==> src/hw/rtl/bei_pkg.sv <==
// ----------------------------------------------------------------------------
// bei_pkg
// item codes, field widths and the breakpoint entry layout of the envelope
// interpolator
// ----------------------------------------------------------------------------
`default_nettype none

package bei_pkg;

  // item kinds
  localparam logic [1:0] KIND_WRITE   = 2'd0;
  localparam logic [1:0] KIND_SEEK    = 2'd1;
  localparam logic [1:0] KIND_ADVANCE = 2'd2;

  // segment modes
  localparam logic MODE_HOLD   = 1'b0;
  localparam logic MODE_LINEAR = 1'b1;

  // field widths
  localparam int KIND_W        = 2;
  localparam int ENTRY_INDEX_W = 4;
  localparam int FRAME_W       = 32;
  localparam int LEVEL_W       = 32;
  localparam int POINT_COUNT_W = 5;

  // validity reported after the last breakpoint
  localparam logic [FRAME_W-1:0] HOLD_FOREVER = 32'hFFFF_FFFF;

  // one breakpoint as stored in the table memory
  typedef struct packed {
    logic [FRAME_W-1:0]        frame;
    logic signed [LEVEL_W-1:0] level;
    logic                      mode;
  } entry_t;

endpackage

`default_nettype wire

==> src/hw/rtl/breakpoint_envelope_interpolator.sv <==
// a write item is stored on acceptance; a seek or advance walks the table with a read and
//   a check state per breakpoint visited, then passes the result into the output register;
//   a linear segment adds setup, one 32x32 multiply, a 64-step serial divide and rounding fix
// throughput: one item at a time; the table walk and the 1-bit-per-cycle divider set it
// reset: position clears to 0, point count to 1; the table memory is not cleared
`default_nettype none

// ----------------------------------------------------------------------------
// breakpoint_envelope_interpolator
// breakpoint table in a synchronous memory with one write and one read port, walked entry by entry
// to find the active segment, then hold or linear interpolation with a serial
// restoring divider
// ----------------------------------------------------------------------------
module breakpoint_envelope_interpolator
  import bei_pkg::*;
#(
  parameter int MAX_POINTS = 16
) (
  input  wire logic                        clk_i,
  input  wire logic                        rst_ni,
  // configuration
  input  wire logic                        point_count_we_i,
  input  wire logic [POINT_COUNT_W-1:0]    point_count_i,
  // input channel
  input  wire logic                        in_valid_i,
  output logic                             in_ready_o,
  input  wire logic [KIND_W-1:0]           kind_i,
  input  wire logic [ENTRY_INDEX_W-1:0]    entry_index_i,
  input  wire logic [FRAME_W-1:0]          entry_frame_i,
  input  wire logic signed [LEVEL_W-1:0]   entry_level_i,
  input  wire logic                        entry_mode_i,
  input  wire logic [FRAME_W-1:0]          position_arg_i,
  // output channel
  output logic                             out_valid_o,
  input  wire logic                        out_ready_i,
  output logic signed [LEVEL_W-1:0]        level_out_o,
  output logic [FRAME_W-1:0]               valid_frames_o
);

  localparam int IdxW  = $clog2(MAX_POINTS);
  localparam int CntW  = $clog2(MAX_POINTS + 1);
  localparam int PcW   = (CntW > POINT_COUNT_W) ? CntW : POINT_COUNT_W;
  localparam int SlotW = (CntW > ENTRY_INDEX_W) ? CntW : ENTRY_INDEX_W;
  localparam int ProdW = 2 * FRAME_W;
  localparam int QuoW  = FRAME_W + 1;
  localparam int SumW  = LEVEL_W + 3;
  localparam logic [PcW-1:0]   MaxPts   = PcW'(MAX_POINTS);
  localparam logic [SlotW-1:0] MaxSlots = SlotW'(MAX_POINTS);
  localparam logic [5:0]       LastStep = 6'd63;

  // sequencer states
  localparam logic [2:0] S_IDLE  = 3'd0;
  localparam logic [2:0] S_READ  = 3'd1;
  localparam logic [2:0] S_CHECK = 3'd2;
  localparam logic [2:0] S_PREP  = 3'd3;
  localparam logic [2:0] S_MUL   = 3'd4;
  localparam logic [2:0] S_DIV   = 3'd5;
  localparam logic [2:0] S_FIN   = 3'd6;
  localparam logic [2:0] S_DONE  = 3'd7;

  logic [2:0]                state_q, state_d;
  logic [POINT_COUNT_W-1:0]  point_count_q;
  logic [FRAME_W-1:0]        pos_q, pos_d;
  logic [IdxW-1:0]           idx_q, idx_d;
  logic                      have_start_q, have_start_d;
  entry_t                    start_q, start_d;
  entry_t                    end_q, end_d;
  entry_t                    rd_q;
  entry_t                    mem_q [MAX_POINTS];
  logic                      neg_q, neg_d;
  logic [QuoW-1:0]           mag_q, mag_d;
  logic [FRAME_W-1:0]        through_q, through_d;
  logic [FRAME_W-1:0]        dur_q, dur_d;
  logic [ProdW-1:0]          quo_q, quo_d;
  logic [FRAME_W-1:0]        rem_q, rem_d;
  logic [5:0]                step_q, step_d;
  logic signed [LEVEL_W-1:0] res_level_q, res_level_d;
  logic [FRAME_W-1:0]        res_valid_q, res_valid_d;
  logic                      out_valid_q, out_valid_d;
  logic signed [LEVEL_W-1:0] level_out_q, level_out_d;
  logic [FRAME_W-1:0]        valid_frames_q, valid_frames_d;

  logic                      in_xfer, out_xfer;
  logic                      mem_we;
  logic [IdxW-1:0]           last_idx;
  logic [PcW-1:0]            pc_wide, used_n;

  // points in use, clamped to one and to the table depth
  always_comb begin
    pc_wide = PcW'(point_count_q);
    if (pc_wide == '0) begin
      used_n = PcW'(1);
    end else if (pc_wide > MaxPts) begin
      used_n = MaxPts;
    end else begin
      used_n = pc_wide;
    end
    last_idx = IdxW'(used_n - PcW'(1));
  end

  assign in_ready_o = (state_q == S_IDLE);
  assign in_xfer    = in_valid_i && in_ready_o;
  assign out_xfer   = out_valid_q && out_ready_i;
  assign mem_we     = in_xfer && (kind_i == KIND_WRITE) &&
                      (SlotW'(entry_index_i) < MaxSlots);

  // breakpoint table memory, one write and one registered read per cycle
  always_ff @(posedge clk_i) begin
    if (mem_we) begin
      mem_q[IdxW'(entry_index_i)] <= '{frame: entry_frame_i, level: entry_level_i,
                                      mode: entry_mode_i};
    end
    rd_q <= mem_q[idx_q];
  end

  // sequencer and datapath next state
  always_comb begin
    logic [QuoW-1:0]      diff;
    logic [FRAME_W:0]     rem_ext;
    logic [FRAME_W:0]     rem_sub;
    logic signed [SumW-1:0] sx, qx, v;

    state_d        = state_q;
    pos_d          = pos_q;
    idx_d          = idx_q;
    have_start_d   = have_start_q;
    start_d        = start_q;
    end_d          = end_q;
    neg_d          = neg_q;
    mag_d          = mag_q;
    through_d      = through_q;
    dur_d          = dur_q;
    quo_d          = quo_q;
    rem_d          = rem_q;
    step_d         = step_q;
    res_level_d    = res_level_q;
    res_valid_d    = res_valid_q;
    out_valid_d    = out_valid_q;
    level_out_d    = level_out_q;
    valid_frames_d = valid_frames_q;
    diff           = '0;
    rem_ext        = '0;
    rem_sub        = '0;
    sx             = '0;
    qx             = '0;
    v              = '0;

    if (out_xfer) begin
      out_valid_d = 1'b0;
    end

    case (state_q)
      S_IDLE: begin
        if (in_xfer && (kind_i == KIND_SEEK || kind_i == KIND_ADVANCE)) begin
          pos_d        = (kind_i == KIND_SEEK) ? position_arg_i : pos_q + position_arg_i;
          idx_d        = '0;
          have_start_d = 1'b0;
          state_d      = S_READ;
        end
      end
      S_READ: begin
        state_d = S_CHECK;
      end
      // compare the fetched breakpoint against the position
      S_CHECK: begin
        if (rd_q.frame > pos_q) begin
          end_d = rd_q;
          if (!have_start_q) begin
            res_level_d = rd_q.level;
            res_valid_d = rd_q.frame - pos_q;
            state_d     = S_DONE;
          end else if (start_q.mode == MODE_HOLD || rd_q.frame == start_q.frame) begin
            res_level_d = start_q.level;
            res_valid_d = rd_q.frame - pos_q;
            state_d     = S_DONE;
          end else begin
            state_d = S_PREP;
          end
        end else begin
          start_d      = rd_q;
          have_start_d = 1'b1;
          if (idx_q == last_idx) begin
            res_level_d = rd_q.level;
            res_valid_d = HOLD_FOREVER;
            state_d     = S_DONE;
          end else begin
            idx_d   = idx_q + IdxW'(1);
            state_d = S_READ;
          end
        end
      end
      // level difference as sign and magnitude, segment length and offset
      S_PREP: begin
        diff      = {end_q.level[LEVEL_W-1], end_q.level} -
                    {start_q.level[LEVEL_W-1], start_q.level};
        neg_d     = diff[QuoW-1];
        mag_d     = diff[QuoW-1] ? (~diff + QuoW'(1)) : diff;
        through_d = pos_q - start_q.frame;
        dur_d     = end_q.frame - start_q.frame;
        state_d   = S_MUL;
      end
      // magnitude times offset; a magnitude of 2^32 is a plain shift
      S_MUL: begin
        if (mag_q[QuoW-1]) begin
          quo_d = {through_q, {FRAME_W{1'b0}}};
        end else begin
          quo_d = ProdW'(mag_q[FRAME_W-1:0]) * ProdW'(through_q);
        end
        rem_d   = '0;
        step_d  = '0;
        state_d = S_DIV;
      end
      // restoring divide, one quotient bit per cycle
      S_DIV: begin
        rem_ext = {rem_q, quo_q[ProdW-1]};
        rem_sub = rem_ext - {1'b0, dur_q};
        if (rem_ext >= {1'b0, dur_q}) begin
          rem_d = rem_sub[FRAME_W-1:0];
          quo_d = {quo_q[ProdW-2:0], 1'b1};
        end else begin
          rem_d = rem_ext[FRAME_W-1:0];
          quo_d = {quo_q[ProdW-2:0], 1'b0};
        end
        step_d = step_q + 6'd1;
        if (step_q == LastStep) begin
          state_d = S_FIN;
        end
      end
      // apply the quotient and truncate toward zero as a whole
      S_FIN: begin
        sx = SumW'(start_q.level);
        qx = SumW'({2'b00, quo_q[QuoW-1:0]});
        if (!neg_q) begin
          v = sx + qx;
          if (rem_q != '0 && v < 0) begin
            v = v + SumW'(1);
          end
        end else begin
          v = sx - qx;
          if (rem_q != '0 && v > 0) begin
            v = v - SumW'(1);
          end
        end
        res_level_d = v[LEVEL_W-1:0];
        res_valid_d = FRAME_W'(1);
        state_d     = S_DONE;
      end
      // hand the result to the output register once it is free
      S_DONE: begin
        if (!out_valid_q || out_ready_i) begin
          out_valid_d    = 1'b1;
          level_out_d    = res_level_q;
          valid_frames_d = res_valid_q;
          state_d        = S_IDLE;
        end
      end
      default: begin
        state_d = S_IDLE;
      end
    endcase
  end

  // control registers
  always_ff @(posedge clk_i or negedge rst_ni) begin
    if (!rst_ni) begin
      state_q       <= S_IDLE;
      point_count_q <= POINT_COUNT_W'(1);
      pos_q         <= '0;
      out_valid_q   <= 1'b0;
    end else begin
      state_q     <= state_d;
      pos_q       <= pos_d;
      out_valid_q <= out_valid_d;
      if (point_count_we_i) begin
        point_count_q <= point_count_i;
      end
    end
  end

  // payload registers
  always_ff @(posedge clk_i) begin
    idx_q          <= idx_d;
    have_start_q   <= have_start_d;
    start_q        <= start_d;
    end_q          <= end_d;
    neg_q          <= neg_d;
    mag_q          <= mag_d;
    through_q      <= through_d;
    dur_q          <= dur_d;
    quo_q          <= quo_d;
    rem_q          <= rem_d;
    step_q         <= step_d;
    res_level_q    <= res_level_d;
    res_valid_q    <= res_valid_d;
    level_out_q    <= level_out_d;
    valid_frames_q <= valid_frames_d;
  end

  assign out_valid_o    = out_valid_q;
  assign level_out_o    = level_out_q;
  assign valid_frames_o = valid_frames_q;

endmodule

`default_nettype wire

==> config.mk <==
export PLATFORM = sky130hd
export DESIGN_NAME = breakpoint_envelope_interpolator
export DESIGN_NICKNAME = d
export VERILOG_FILES = /design/src/hw/rtl/bei_pkg.sv /design/src/hw/rtl/breakpoint_envelope_interpolator.sv
export SDC_FILE = /design/constraint.sdc
export NUM_CORES = 2
export LEC_CHECK = 0
export ABC_CLOCK_PERIOD_IN_PS = 17600
export BUFFER_PORTS_ARGS = -buffer_cell sky130_fd_sc_hd__buf_2
export CAP_MARGIN = 40
export CORE_MARGIN = 5
export CORE_UTILIZATION = 28
export CTS_BUF_LIST = sky130_fd_sc_hd__clkbuf_4 sky130_fd_sc_hd__clkbuf_8
export CTS_CLUSTER_SIZE = 40
export DETAILED_ROUTE_END_ITERATION = 12
export SLEW_MARGIN = 15
export SYNTH_ARGS = -nofsm -noshare
export SYNTH_HDL_FRONTEND = slang
export SYNTH_SLANG_ARGS = --single-unit
==> constraint.sdc <==
create_clock -name clk_i -period 17.6 [get_ports clk_i]
set_input_delay 0.88 -clock clk_i [delete_from_list [all_inputs] [get_ports clk_i]]
set_output_delay 0.88 -clock clk_i [all_outputs]
set_load 0.02 [all_outputs]
==> flow_summary.ini <==
[clocking]
cts_buffers = 239
cts_resized = 0
clk_pin_slew_worst_paths_ps = 70
clock_sinks = 1608
clk_latency_ps = 970
clockBufferDepth = 4
root_buffer = clkbuf_8
cts_tree = yes
cts_setup_buffers = 0
htree_levels = 4

[detailed_routing]
dr.pass1.iters = 6
drc = 0
wl_per_cell_microns = 20.9
wirelength_microns = 311000
drt-initial-drc-count = 5581
final_antenna_net_count = 0
vias_per_cell = 4.84
vias = 71800

[cells_and_area]
num-fill-cells = 39300
seqCellArea_sq_um = 47400
layout_common_cells = edfxtp_1 (1502), inv_1 (1107), fa_1 (904)
fin_cells = 14900
fin_area_sq_um = 122000
syn_to_final_growth_pct = 12.0
mostFrequentLayoutCell = edfxtp_1
drive_above_1_share_pct = 11.2
nets = 10900
multiInputGateArea_sq_um = 56100

[sta]
relSlewSlack_pct = 40.9
setup_violations = 0
tightestPinTransition_ps = 877
finalHoldViolCount = 0
fin_crit_sh_pct = 54.1
setup_ws_ps = 8080
slew_violations = 0
whs_ps = 166
fmax_mhz = 105
period_minus_slack_ps = 9520
fin_skew_ps = 87.9
fin_setup_tns_ps = 0
rsz0062_at_grt = false

[pwr]
p_sw_w = 0.00154
pwr_density_cell_nw_per_um2 = 61.9
internal_power_w = 0.00603
leakage_nw = 47.6
switching_share_pct = 20.4
pwr-share-seq_pct = 54.9
ir_drop_mv = 0.0709
comb_power_share_pct = 1.2
clock_power_share_pct = 43.9

[global_route]
grt_overflow = 0
grt_pass1_vias = 73100
grt_use_met3_pct = 2.25
busiest_layer = met2
grt_usage_pct = 15.1
grt_pass1_wl_microns = 467000
met2_usage_pct = 25.9
grt_use_met1_pct = 18.9
grt_antenna_before_repair = 71
grt_max_degree = 108

[floorplan]
start_util_pct = 28.1
ios = 179
rows = 229
design.core.area_sq_um = 389000
die_x_microns = 634
die_h_microns = 634
dieArea_sq_um = 402000

[logic_synthesis]
synth_top_cell_area_share_pct = 41.3
ys_types = 120
synth_area_leaders = edfxtp_1 (41%), fa_1 (17%), ha_1 (6.1%), inv_1 (3.8%), and2_1 (3.5%)
ys_seq_elements = 1608
synth_cells = 9232
syn_area_sq_um = 109000
syn_area_per_cell_sq_um = 11.8
seq_area_frac_synth_pct = 43.5
synth-main-ff-cell = edfxtp_1
synth_nets = 10800
synth_top_area_cell = edfxtp_1
synth_edf_count = 1502
yosys_warnings = 0
async_flop_share_pct = 2.55

[worst_setup_path]
cp-startpoint = through_q[2]
r2r_start = through_q[2]
worstPathRequired_ps = 18280
rr_worst_depth = 27
cp.arrival_ps = 10200
cp_max_fo = 21
r2r_end = quo_q[62]
crit_type = flip-flop to flip-flop
r2r_slack_ps = 8080
start_kind = flip-flop
endpoint_kind = flip-flop

[placed_design]
placed_cells = 14300
dp_hpwl_microns = 222000
place_area_sq_um = 117000
port_buffers = 178
place_ws_ps = 8070
gp_congestion = 0.910

[worst_hold_path]
hp-start = point_count_i[1]
hold_end = pc_wide[1]
holdPathStages = 2
hp-class = input port to flip-flop

[status]
status = finished, final reports clean

[flow_run]
max_cap_violations = 0
repair_timing:
item / 4_1_cts / 5_1_grt
hold buffers: 1 / 0
hold endpoints to repair: 25 / 0
endpoints found under the setup margin: 0 / 0
flip-flops by register name (all words and copies together), names as in the netlist, 33 cells and up:
register and count:
quo_q 64, rd_q 65, mag_q 33, mem_q 1040
end_q 64, start_q 65
Yosys cell counts (36+ instances only):
cell / instances
edfxtp_1: 1502
inv_1: 1107
fa_1: 904
nand2_1: 773
and2_1: 617
ha_1: 528
a21oi_1: 430
clkbuf_1: 358
o21ai_0: 356
nor2_1: 344
mux2i_1: 265
xnor2_1: 263
mux4_2: 130
a21o_1: 121
xor2_1: 109
nand3_1: 92
nor3_1: 86
a221oi_1: 80
mux2_2: 78
a22oi_1: 70
nor2b_1: 66
dfxtp_1: 65
nand2b_1: 63
a211oi_1: 61
o21bai_1: 50
nand4_1: 49
o21a_1: 46
a31oi_1: 42
dfrtp_1: 40
buf_1: 38
and3_1: 36
power groups by stage:
stage / clock (W) / combinational, W / sequential, W
after global routing: 0.00357 / 0.000102 / 0.00415
after global placement: 0 / 0.0000891 / 0.00424
after CTS: 0.00340 / 0.0000918 / 0.00416
after floorplan: 0 / 0.0000346 / 0.00424
final: 0.00332 / 0.0000916 / 0.00416
after detailed placement: 0 / 0.0000913 / 0.00424
cell type report:
| cell class | instances | area share [%] |
|---|---|---|
| multi-input cells | 6096 | 45.9 |
| flip-flops and latches | 1608 | 38.8 |
| well taps | 5197 | 5.32 |
| clock buffers | 345 | 3.49 |
| inverters | 1109 | 3.41 |
| repair buffers | 346 | 2.14 |
| clock inverters | 96 | 0.796 |
| diodes | 58 | 0.119 |
worst max path at each step:
stage | endpoint | slack, ps | depth (start not counted)
floorplan | res_level_q[0] | 9090 | 14
global placement | quo_q[62] | 7970 | 26
detailed placement | quo_q[62] | 8070 | 27
CTS | quo_q[62] | 8050 | 27
global route | quo_q[62] | 7640 | 27
finish | quo_q[62] | 8080 | 27
stage by stage:
stage | utilization, % | power (W)
after global routing | 31.4 | 0.00783
after floorplan | - | 0.00428
after CTS | 31.4 | 0.00765
after global placement | 29.9 | 0.00433
final | 31.4 | 0.00757
after detailed placement | 30.0 | 0.00433
kinds of logic after synthesis:
logic type / Yosys count / share of synthesized area (%)
simple gates: 2318 / 10.9
flops: 1608 / 43.5
buf+inv: 1528 / 5.33
compound gates: 1497 / 8.78
fa+ha+maj: 1432 / 22.6
mux: 474 / 5.93
xor+xnor: 375 / 3.03
worst max-delay path, cell delays in order, from the launching register on:
cell and delay [ps]:
edfxtp_1 610, buf_4 310, and2_1 190, fa_1 540, inv_1 50, fa_1 500, fa_1 460, fa_1 550
inv_1 50, fa_1 500, inv_1 50, fa_1 550, inv_1 50, fa_1 500, fa_1 430, ha_1 390
nand4_1 230, or4_1 550, nor3_1 200, a21oi_1 130, a21oi_1 530, nor3_1 130, o21ai_0 500, a31oi_1 320
a211o_1 360, o31a_1 300, xnor2_1 130, a21oi_1 90
metal layers:
layer | routed length (microns) | vias to the layer above
li1 | - | 32400
met1 | 126000 | 36700
met2 | 153000 | 2173
met3 | 17200 | 545
met4 | 15100 | 34
met5 | 204 | -
Power figures use the tool's default switching activity.
